[config.mk]
export PLATFORM = sky130hd
export DESIGN_NAME = multi_channel_pulse_train_generator_unit
export DESIGN_NICKNAME = d
export VERILOG_FILES = /design/src/rtl/mcptg_pkg.sv /design/src/rtl/mcptg_tick_unit.sv /design/src/rtl/multi_channel_pulse_train_generator_unit.sv
export SDC_FILE = /design/constraint.sdc
export NUM_CORES = 1
export LEC_CHECK = 0
export ABC_CLOCK_PERIOD_IN_PS = 6000
export BUFFER_PORTS_ARGS = -buffer_cell sky130_fd_sc_hd__buf_2
export CORE_AREA = 8 8 298 228
export CTS_CLUSTER_DIAMETER = 50
export DETAILED_ROUTE_END_ITERATION = 10
export DIE_AREA = 0 0 306 236
export GPL_ROUTABILITY_DRIVEN = 0
export GPL_TIMING_DRIVEN = 0
export PLACE_DENSITY = 0.79
export SYNTH_ARGS = -nofsm -noshare
export SYNTH_HDL_FRONTEND = slang
export SYNTH_SLANG_ARGS = --single-unit
[constraint.sdc]
create_clock -name i_clk -period 6 [get_ports i_clk]
set_input_delay 0.9 -clock i_clk [delete_from_list [all_inputs] [get_ports i_clk]]
set_output_delay 0.9 -clock i_clk [all_outputs]
set_load 0.02 [all_outputs]
[src/rtl/mcptg_pkg.sv]
`timescale 1ns / 1ps
`default_nettype none
// ----------------------------------------------------------------------------
// mcptg_pkg
// Shared types and constants of the multi-channel pulse train generator.
// ----------------------------------------------------------------------------
package mcptg_pkg;

    localparam int CHANNELS_DEF     = 11;
    localparam int OUT_BITS         = 11;
    localparam int CNT_W            = 16;
    localparam int HP_W             = 16;
    localparam int CFG_IDX_W        = 2;
    localparam int CFG_DATA_W       = 16;
    localparam logic [HP_W-1:0] HP_RESET = 16'd200;
    localparam logic ACTIVE_LOW_RESET    = 1'b1;

    typedef enum logic [1:0] {
        FUNC_TICK      = 2'd0,
        FUNC_START     = 2'd1,
        FUNC_START_INV = 2'd2,
        FUNC_SET_LEVEL = 2'd3
    } t_func;

    typedef enum logic [CFG_IDX_W-1:0] {
        REG_DEFAULT_HP = 2'd0,
        REG_ACTIVE_LOW = 2'd1
    } t_reg;

    typedef enum logic [1:0] {
        ST_IDLE,
        ST_WALK,
        ST_DONE
    } t_state;

    typedef struct packed {
        logic [CNT_W-1:0] rem;
        logic [HP_W-1:0]  hp;
        logic [HP_W-1:0]  cd;
        logic             rp;
        logic             inv;
        logic             ph;
    } t_chan;

    typedef struct packed {
        logic we;
        logic val;
    } t_lvl_upd;

endpackage
`default_nettype wire

[src/rtl/mcptg_tick_unit.sv]
`timescale 1ns / 1ps
`default_nettype none
// ----------------------------------------------------------------------------
// mcptg_tick_unit
// Shared tick update: advances one channel's countdown, phase and count.
// ----------------------------------------------------------------------------
module mcptg_tick_unit (
    input  mcptg_pkg::t_chan    i_chan,
    output mcptg_pkg::t_chan    o_chan,
    output mcptg_pkg::t_lvl_upd o_lvl
);
    import mcptg_pkg::*;

    logic w_ph;

    always_comb begin
        o_chan = i_chan;
        o_lvl  = '0;
        w_ph   = i_chan.rp ? 1'b1 : ~i_chan.ph;
        if (i_chan.rem != '0) begin
            if (i_chan.cd != '0) begin
                o_chan.cd = i_chan.cd - 1'b1;
            end else begin
                o_chan.rp  = 1'b0;
                o_chan.ph  = w_ph;
                o_lvl.we   = 1'b1;
                o_lvl.val  = w_ph ^ i_chan.inv;
                o_chan.cd  = i_chan.hp;
                if (!w_ph) begin
                    o_chan.rem = i_chan.rem - 1'b1;
                end
            end
        end
    end

endmodule
`default_nettype wire

[src/rtl/multi_channel_pulse_train_generator_unit.sv]
`timescale 1ns / 1ps
`default_nettype none
// ----------------------------------------------------------------------------
// multi_channel_pulse_train_generator_unit
// Pulse burst generator on CHANNELS outputs, timed by tick commands.
//
// Input channel (i_in_valid / o_in_stall) takes one command transaction:
// tick, start, inverted start or direct level write. Every command gives one
// result transaction on the output channel (o_out_valid / i_out_stall) with
// the logical levels, pin levels, busy mask and a reject flag.
// A start or level write goes from acceptance through the done state to the
// result register. A tick first walks the channels one per cycle through one
// shared update unit. o_in_stall is high while a command is in work.
// The result register holds while the receiver stalls; a finished command
// waits there, and a following command is taken meanwhile but completes
// only once the register is free.
// Configuration writes (o_cfg_ready always high) are to be made by the user
// while idle; the block does not enforce it. Index 0 default half period,
// index 1 active-low pin polarity; other indexes are ignored.
// Reset clears all channel state and levels, sets the default half period
// to 200 and the polarity to active low.
// ----------------------------------------------------------------------------
module multi_channel_pulse_train_generator_unit #(
    parameter int CHANNELS = mcptg_pkg::CHANNELS_DEF
) (
    input  wire                                   i_clk,
    input  wire                                   i_rst_n,
    input  wire                                   i_in_valid,
    output logic                                  o_in_stall,
    input  wire  [1:0]                            i_func,
    input  wire  [3:0]                            i_channel,
    input  wire  [mcptg_pkg::CNT_W-1:0]           i_pulse_count,
    input  wire  [mcptg_pkg::HP_W-1:0]            i_half_period,
    input  wire                                   i_level,
    output logic                                  o_out_valid,
    input  wire                                   i_out_stall,
    output logic [mcptg_pkg::OUT_BITS-1:0]        o_logical_levels,
    output logic [mcptg_pkg::OUT_BITS-1:0]        o_pin_levels,
    output logic [mcptg_pkg::OUT_BITS-1:0]        o_busy_mask,
    output logic                                  o_rejected,
    input  wire                                   i_cfg_valid,
    output logic                                  o_cfg_ready,
    input  wire  [mcptg_pkg::CFG_IDX_W-1:0]       i_cfg_index,
    input  wire  [mcptg_pkg::CFG_DATA_W-1:0]      i_cfg_data
);
    import mcptg_pkg::*;

    localparam int IDX_W = (CHANNELS > 1) ? $clog2(CHANNELS) : 1;
    localparam int EXT_W = (CHANNELS > OUT_BITS) ? CHANNELS : OUT_BITS;

    t_state           r_state, n_state;
    logic [IDX_W-1:0] r_idx, n_idx;
    logic             r_rej, n_rej;
    logic             r_out_valid, n_out_valid;
    logic [OUT_BITS-1:0] r_log, n_log, r_pin, n_pin, r_busy_o, n_busy_o;
    logic             r_out_rej, n_out_rej;

    t_chan            r_chan [CHANNELS];
    logic [CHANNELS-1:0] r_level;
    logic [HP_W-1:0]  r_def_hp;
    logic             r_active_low;

    t_func            w_func;
    logic             w_accept;
    logic             w_ch_ok;
    logic [IDX_W-1:0] w_ch_idx;
    logic             w_start_ok;
    logic             w_set_ok;
    logic             w_out_free;
    t_chan            w_upd;
    t_lvl_upd         w_lvl;
    t_chan            w_start_val;
    logic [CHANNELS-1:0] w_busy;
    logic [EXT_W-1:0] w_lvl_ext, w_busy_ext, w_pin_ext, w_mask_ext;

    assign w_func     = t_func'(i_func);
    assign o_in_stall = (r_state != ST_IDLE);
    assign w_accept   = i_in_valid && !o_in_stall;
    assign w_ch_ok    = ({1'b0, i_channel} < 5'(CHANNELS));
    assign w_ch_idx   = i_channel[IDX_W-1:0];
    assign w_start_ok = w_accept && w_ch_ok
                        && (w_func == FUNC_START || w_func == FUNC_START_INV);
    assign w_set_ok   = w_accept && w_ch_ok && (w_func == FUNC_SET_LEVEL);
    assign w_out_free = !r_out_valid || !i_out_stall;
    assign o_cfg_ready = 1'b1;

    mcptg_tick_unit u_tick (
        .i_chan (r_chan[r_idx]),
        .o_chan (w_upd),
        .o_lvl  (w_lvl)
    );

    always_comb begin
        w_start_val     = r_chan[w_ch_idx];
        w_start_val.rem = (i_pulse_count == '0) ? CNT_W'(1) : i_pulse_count;
        w_start_val.hp  = (i_half_period == '0) ? r_def_hp : i_half_period;
        w_start_val.cd  = '0;
        w_start_val.rp  = 1'b1;
        w_start_val.inv = (w_func == FUNC_START_INV);
    end

    always_comb begin
        for (int i = 0; i < CHANNELS; i++) begin
            w_busy[i] = (r_chan[i].rem != '0);
        end
    end

    assign w_lvl_ext  = EXT_W'(r_level);
    assign w_busy_ext = EXT_W'(w_busy);
    assign w_mask_ext = EXT_W'({CHANNELS{1'b1}});
    assign w_pin_ext  = r_active_low ? (~w_lvl_ext & w_mask_ext) : w_lvl_ext;

    always_comb begin
        n_state     = r_state;
        n_idx       = r_idx;
        n_rej       = r_rej;
        n_out_valid = r_out_valid && i_out_stall;
        n_log       = r_log;
        n_pin       = r_pin;
        n_busy_o    = r_busy_o;
        n_out_rej   = r_out_rej;
        case (r_state)
            ST_IDLE: begin
                if (w_accept) begin
                    n_idx = '0;
                    n_rej = (w_func != FUNC_TICK) && !w_ch_ok;
                    n_state = (w_func == FUNC_TICK) ? ST_WALK : ST_DONE;
                end
            end
            ST_WALK: begin
                if (r_idx == IDX_W'(CHANNELS - 1)) begin
                    n_state = ST_DONE;
                end else begin
                    n_idx = r_idx + 1'b1;
                end
            end
            ST_DONE: begin
                if (w_out_free) begin
                    n_out_valid = 1'b1;
                    n_log       = w_lvl_ext[OUT_BITS-1:0];
                    n_pin       = w_pin_ext[OUT_BITS-1:0];
                    n_busy_o    = w_busy_ext[OUT_BITS-1:0];
                    n_out_rej   = r_rej;
                    n_state     = ST_IDLE;
                end
            end
            default: begin
                n_state = ST_IDLE;
            end
        endcase
    end

    always_ff @(posedge i_clk) begin
        if (!i_rst_n) begin
            r_state     <= ST_IDLE;
            r_idx       <= '0;
            r_rej       <= 1'b0;
            r_out_valid <= 1'b0;
        end else begin
            r_state     <= n_state;
            r_idx       <= n_idx;
            r_rej       <= n_rej;
            r_out_valid <= n_out_valid;
        end
    end

    always_ff @(posedge i_clk) begin
        r_log     <= n_log;
        r_pin     <= n_pin;
        r_busy_o  <= n_busy_o;
        r_out_rej <= n_out_rej;
    end

    always_ff @(posedge i_clk) begin
        if (!i_rst_n) begin
            for (int i = 0; i < CHANNELS; i++) begin
                r_chan[i] <= '0;
            end
            r_level <= '0;
        end else begin
            if (w_start_ok) begin
                r_chan[w_ch_idx] <= w_start_val;
            end
            if (r_state == ST_WALK) begin
                r_chan[r_idx] <= w_upd;
            end
            if (w_set_ok) begin
                r_level[w_ch_idx] <= i_level;
            end else if (r_state == ST_WALK && w_lvl.we) begin
                r_level[r_idx] <= w_lvl.val;
            end
        end
    end

    always_ff @(posedge i_clk) begin
        if (!i_rst_n) begin
            r_def_hp     <= HP_RESET;
            r_active_low <= ACTIVE_LOW_RESET;
        end else if (i_cfg_valid && o_cfg_ready) begin
            if (i_cfg_index == REG_DEFAULT_HP) begin
                r_def_hp <= i_cfg_data[HP_W-1:0];
            end else if (i_cfg_index == REG_ACTIVE_LOW) begin
                r_active_low <= i_cfg_data[0];
            end
        end
    end

    assign o_out_valid      = r_out_valid;
    assign o_logical_levels = r_log;
    assign o_pin_levels     = r_pin;
    assign o_busy_mask      = r_busy_o;
    assign o_rejected       = r_out_rej;

    a_start_busy: assert property (@(posedge i_clk) disable iff (!i_rst_n)
        w_start_ok |=> w_busy[$past(w_ch_idx)])
        else $error("started channel not busy");

    a_tick_no_rej: assert property (@(posedge i_clk) disable iff (!i_rst_n)
        (w_accept && w_func == FUNC_TICK) |=> !r_rej)
        else $error("tick flagged as rejected");

    a_walk_range: assert property (@(posedge i_clk) disable iff (!i_rst_n)
        (r_state == ST_WALK) |-> (r_idx <= IDX_W'(CHANNELS - 1)))
        else $error("channel walk index out of range");

endmodule
`default_nettype wire

Word level (Yosys, flattened, before mapping)

Memory sizes are Yosys's and may differ from the RTL's. A register that Yosys moved wholly into a read port is not among the register bits.
Index checks and enable logic that the tools add are counted.
Widths: inputs -> output; s select.

RAM bits: 561
Bits of input ports: 62
Word-level logic and storage cells: 129
Memories kept: 1
Output and inout port bits: 37
Register bits: 70
Memory bits (read-only): 0
Bits in latches: 0

Memory list:

| memory | words | width | rd ports | clocked after memory_dff | wr ports | line                                           | RTL |
|---|---|---|---|---|---|---|---|
| r_chan | 11    | 51    | 12       | 1                        | 11       | multi_channel_pulse_train_generator_unit.sv:58 | `t_chan r_chan [CHANNELS];` |

Add/sub/neg operators: 3
Multipliers: 0
Divide/modulo/power cells: 0
Equality and inequality tests: 12
Bitwise operators: 4
Reduce and logical (&&, ||, !) cells: 46
Muxes and demuxes: 47
$lt $le $gt $ge: 5
Shift-type cells: 0

Operator list:

| cell                  | count |
|---|---|
| $reduce_bool 16->1    | 13 |
| $mux 51               | 2 |
| $reduce_or 51->1      | 2 |
| $mux 16               | 6 |
| $mux 11               | 3 |
| $logic_not 16->1      | 2 |
| $sub 16x1->16 const B | 2 |
| $mux 4                | 6 |
| $bwmux 11             | 2 |
| $mux 17               | 1 |
| $mux 2                | 8 |
| $mux 1                | 15 |
| $not 11->11           | 1 |
| $lt 4x5->1 const B    | 2 |
| $logic_and 1x1->1     | 9 |
| $reduce_and 3->1      | 3 |
| $demux 1 s4           | 2 |
| $ge 4x1->1 const B    | 2 |
| $ne 2x2->1 const B    | 4 |
| $pmux 4 s2            | 1 |
| $reduce_and 2->1      | 4 |
| $reduce_bool 2->1     | 4 |
| $eq 2x1->1 const B    | 3 |
| $eq 2x2->1 const B    | 3 |
| other kinds (10)      | 17 |

Depth between registers and ports, before layout

Word-level depth: 12
Depth in mapped cells: 18
Mapped depth without buffers: 10

By module

From an unflattened synthesis, not the netlist that was laid out.

Cells, all modules: 2,564
Area total of the unflattened synthesis: 38,516.9 µm²

Modules (own cells, without submodules):

| module                                   | seq. area each (µm²) | area an instance (µm²) | times used | cells an instance |
|---|---|---|---|---|
| multi_channel_pulse_train_generator_unit | 25,814.8             | 37,248.2               | 1          | 2,371 |
| mcptg_tick_unit                          | 0.0                  | 1,268.7                | 1          | 193 |

Worst setup path before layout

Ideal clock, no wire load.

Path type: input -> register
Start: in i_rst_n
End: mem r_chan[13][10] (netlist name), enable pin
Data required time: 5,537 ps
Library setup time: 463 ps
Arrival time: 4,633 ps
Cell stages on the path: 8
Setup slack: 904 ps
Buffers on the path: 4
Cells stage by stage: clkbuf_1 > inv_1 > clkbuf_1 > nor2_1 > buf_4 > clkbuf_1 > nand3_1 > nor2b_1

RTL lines:

| item        | line                                           | RTL |
|---|---|---|
| from (decl) | multi_channel_pulse_train_generator_unit.sv:27 | `input wire i_rst_n,` |
| to (decl)   | multi_channel_pulse_train_generator_unit.sv:58 |  |

==> results.yml <==
outcome:
  outcome: "complete, no violations"
clocking:
  clk_pin_slew_ns: 0.07
  cts.sinks: 890
  cts_hold_buf: 0
  numCtsBuffers: 81
  cts.repair.resized: 0
  clkLatencyLatePin_ns: 0.65
  cts_max_level: 3
  tritoncts: "done"
  cts_buffer_depth: 3
  cts_setup_buffers: 0
  cts-root-buf: "clkbuf_16"
worst_setup_path:
  critical_path_required_ns: 6.36
  max_stage_delay_ns: 0.89
  path_cells: "buf_2, buf_4, clkbuf_1, mux4_2, a22oi_1, nand2_1, nor3_2, nand4bb_1, buf_2, nor2_1, a211oi_1, a211oi_2, buf_4, inv_1"
  crit_arrival_ns: 5.91
  r2r.worst_path.cells: 14
  cp-end-kind: "flip-flop"
  crit_slowest_cell: "clkbuf_1"
  start_kind: "flip-flop"
  rr_endpoint: "r_chan[12][48]"
  cp_top_family: "buffers and inverters"
  crit_fanout: 10
  critical_path_buf_inv_count: 6
  worstSetupPathType: "flip-flop to flip-flop"
  r2r_slack_ns: 0.45
yosys:
  ys_top_cells_by_count: "799 x edfxtp_1, 552 x nor2_1, 210 x mux4_2"
  synth_cell_types: 78
  post-synth-top-count-cell: "edfxtp_1"
  ys_ff_latch: 890
  synth_ff_type: "edfxtp_1"
  synth.yosys.seq_area_share: 0.666
  synthesis.area_um2: 38700
  async_flop_share: 0
  syn_inst: 2623
  yosys_warnings: 0
  synth_nets: 2696
  yosysTopAreaCell: "edfxtp_1"
  synth_edf_count: 799
  synth_top_area_frac: 0.619
  syn_avg_cell_area_um2: 14.8
  yosys-top-cells-area: "edfxtp_1 62%, mux4_2 12%, nor2_1 5.3%, dfxtp_1 4.7%, a21oi_1 1.2%"
timing:
  setup-violations-final: 0
  final.min_clock_period_ns: 5.55
  worst_pin_slew_ns: 1.36
  skew_ns: 0.0349
  period_share: 0.924
  finalHoldViolations: 0
  maxSlewHeadroom: 0.0908
  timing.fmax_mhz: 180
  rsz0062_at_grt: "false"
  slew_viol_final: 0
  whs_ns: 0.461
drt:
  viasPerCell: 7.14
  antenna_left: 0
  firstDrtPassIters: 8
  via_count: 26481
  totalWireLength_mm: 120
  wl_per_cell_um: 32.5
  drt-initial-drc-count: 5002
  drc: 0
final_layout:
  syn2layout_area_growth_pct: 12.0
  drive_gt1_frac: 0.203
  final_nets: 2895
  final_cells: 3710
global_route:
  use_met3: 0.145
  grt_usage: 0.327
  antenna_found_initial: 8
  met1_usage: 0.441
  grt_pass1_wl_mm: 173
  grt_max_degree: 51
  grt_use_met2: 0.468
  overflow: 0
  busiest_layer: "met2"
  grt_pass1_vias: 25993
pwr:
  peakVddDrop_mv: 0.288
  p_per_area_nw_per_um2: 297
  comb_power_share: 0.061
  seq_power_share: 0.544
  power.internal_uw: 9990
  clkPwrFrac: 0.394
  total_power_uw: 12900
  p_leak_uw: 0.0145
  p_sw_uw: 2900
  swShare: 0.225
placed_design:
  numPlacedInstances: 3559
  portBuffers: 96
  dp_hpwl_mm: 80.9
min_path:
  hold_path_end: "r_def_hp[4]"
  hold_depth: 2
  min_from: "r_def_hp[4]"
  hold_path.class: "flip-flop to flip-flop"
die:
  die-area_um2: 72200
  core_area_um2: 63000
  rows: 80
  start_util: 0.615
  die_w_um: 306
  fp.dieH_um: 236
  io_pins: 99
job:
  drv_cap: 0
## area by class of cell
type	instances	area, µm²
tap	820	1030
clock inverter	33	251
timing repair buffer	116	956
multi-input combinational	1459	11600
fill	4053	19600
sequential	890	25800
buffer	210	1180
inverter	64	240
clock buffer	116	2290
antenna	2	5.00
## registers in the layout (all words and copies together), names as in the netlist, named ones only
signal,cells
o_busy_mask,11
o_logical_levels,11
o_out_valid,1
o_pin_levels,11
o_rejected,1
r_active_low,1
r_chan,816
r_def_hp,16
r_idx,4
r_level,11
r_rej,1
r_state,2
## cells by family (layout without fill, tap and decap cells)
logic type	count (synthesis)	count (layout)	share of synthesized area
AOI/OAI and AO/OA	279	279	0.0469
xor gates and xnor gates	22	22	0.00497
adders and majority gates	11	11	0.00355
buffers and inverters	274	539	0.0366
DFF	890	890	0.666
muxes	250	250	0.139
other	1	3	0.0000968
and+or+nand+nor	896	896	0.103
## metal layers
metal	wire [µm]	vias up
met5	173	-
met4	5510	12
met3	22500	429
li1	-	10355
met2	51300	2728
met1	41000	12957
## metrics by stage
stage                     TNS [ns]  area, µm²  worst slack, ns   util
after CTS                        0      43400            0.695  0.689
after detailed placement         0      40800            0.456  0.649
final                            0      43400            0.454  0.689
after global routing             0      43400            0.435  0.689
after global placement     -892.62      40200            -3.65  0.639
after floorplan                  0      38700            0.904      -
## cells in the final DEF (no fill, tap or decap), types with 9 or more instances in the layout
cell,synthesis,routed
nor2_1,552,552
mux2_2,9,9
nor3_1,14,14
buf_2,51,147
nand3_1,48,48
edfxtp_1,799,799
and2_1,13,12
and4_1,9,9
mux2i_1,16,16
nand2_4,0,9
clkbuf_16,0,84
xor2_1,15,15
buf_12,3,13
buf_4,17,17
nand2_1,116,107
dfxtp_1,91,91
clkinv_1,1,19
nand2b_1,9,9
buf_6,28,28
nand4_1,27,27
mux4_2,210,210
a22o_1,22,22
mux4_1,14,14
a21oi_1,91,89
nor4_1,56,56
ha_1,11,11
a22oi_1,25,25
a31oi_1,12,12
buf_16,0,10
o21ai_0,55,55
inv_1,62,62
clkbuf_1,103,128
nor2b_1,16,12
a211oi_1,25,25
## worst max-delay path by stage
stage | start | to | cells past startpoint
after CTS | flip-flop | r_chan[12][48] | 14
after global placement | i_rst_n | r_chan[14][13] | 8
final | flip-flop | r_chan[12][48] | 14
after global routing | flip-flop | r_chan[15][37] | 15
after detailed placement | i_rst_n | r_chan[12][13] | 9
after floorplan | i_rst_n | r_chan[13][10] | 8
## worst min-delay path: stages (launching register included)
cell	delay [ns]
dfxtp_1	0.31
nand2_1	0.05
a21oi_1	0.05
## power by group through the flow
stage | clock (µW) | combinational (µW) | sequential [µW]
2_1_floorplan | 0 | 420 | 7130
3_3_place_gp | 0 | 687 | 7150
3_5_place_dp | 0 | 752 | 7140
4_1_cts | 5060 | 759 | 7010
5_1_grt | 5290 | 811 | 7030
6_report | 5080 | 791 | 7010
No activity file was read; power rests on OpenSTA's default activity.
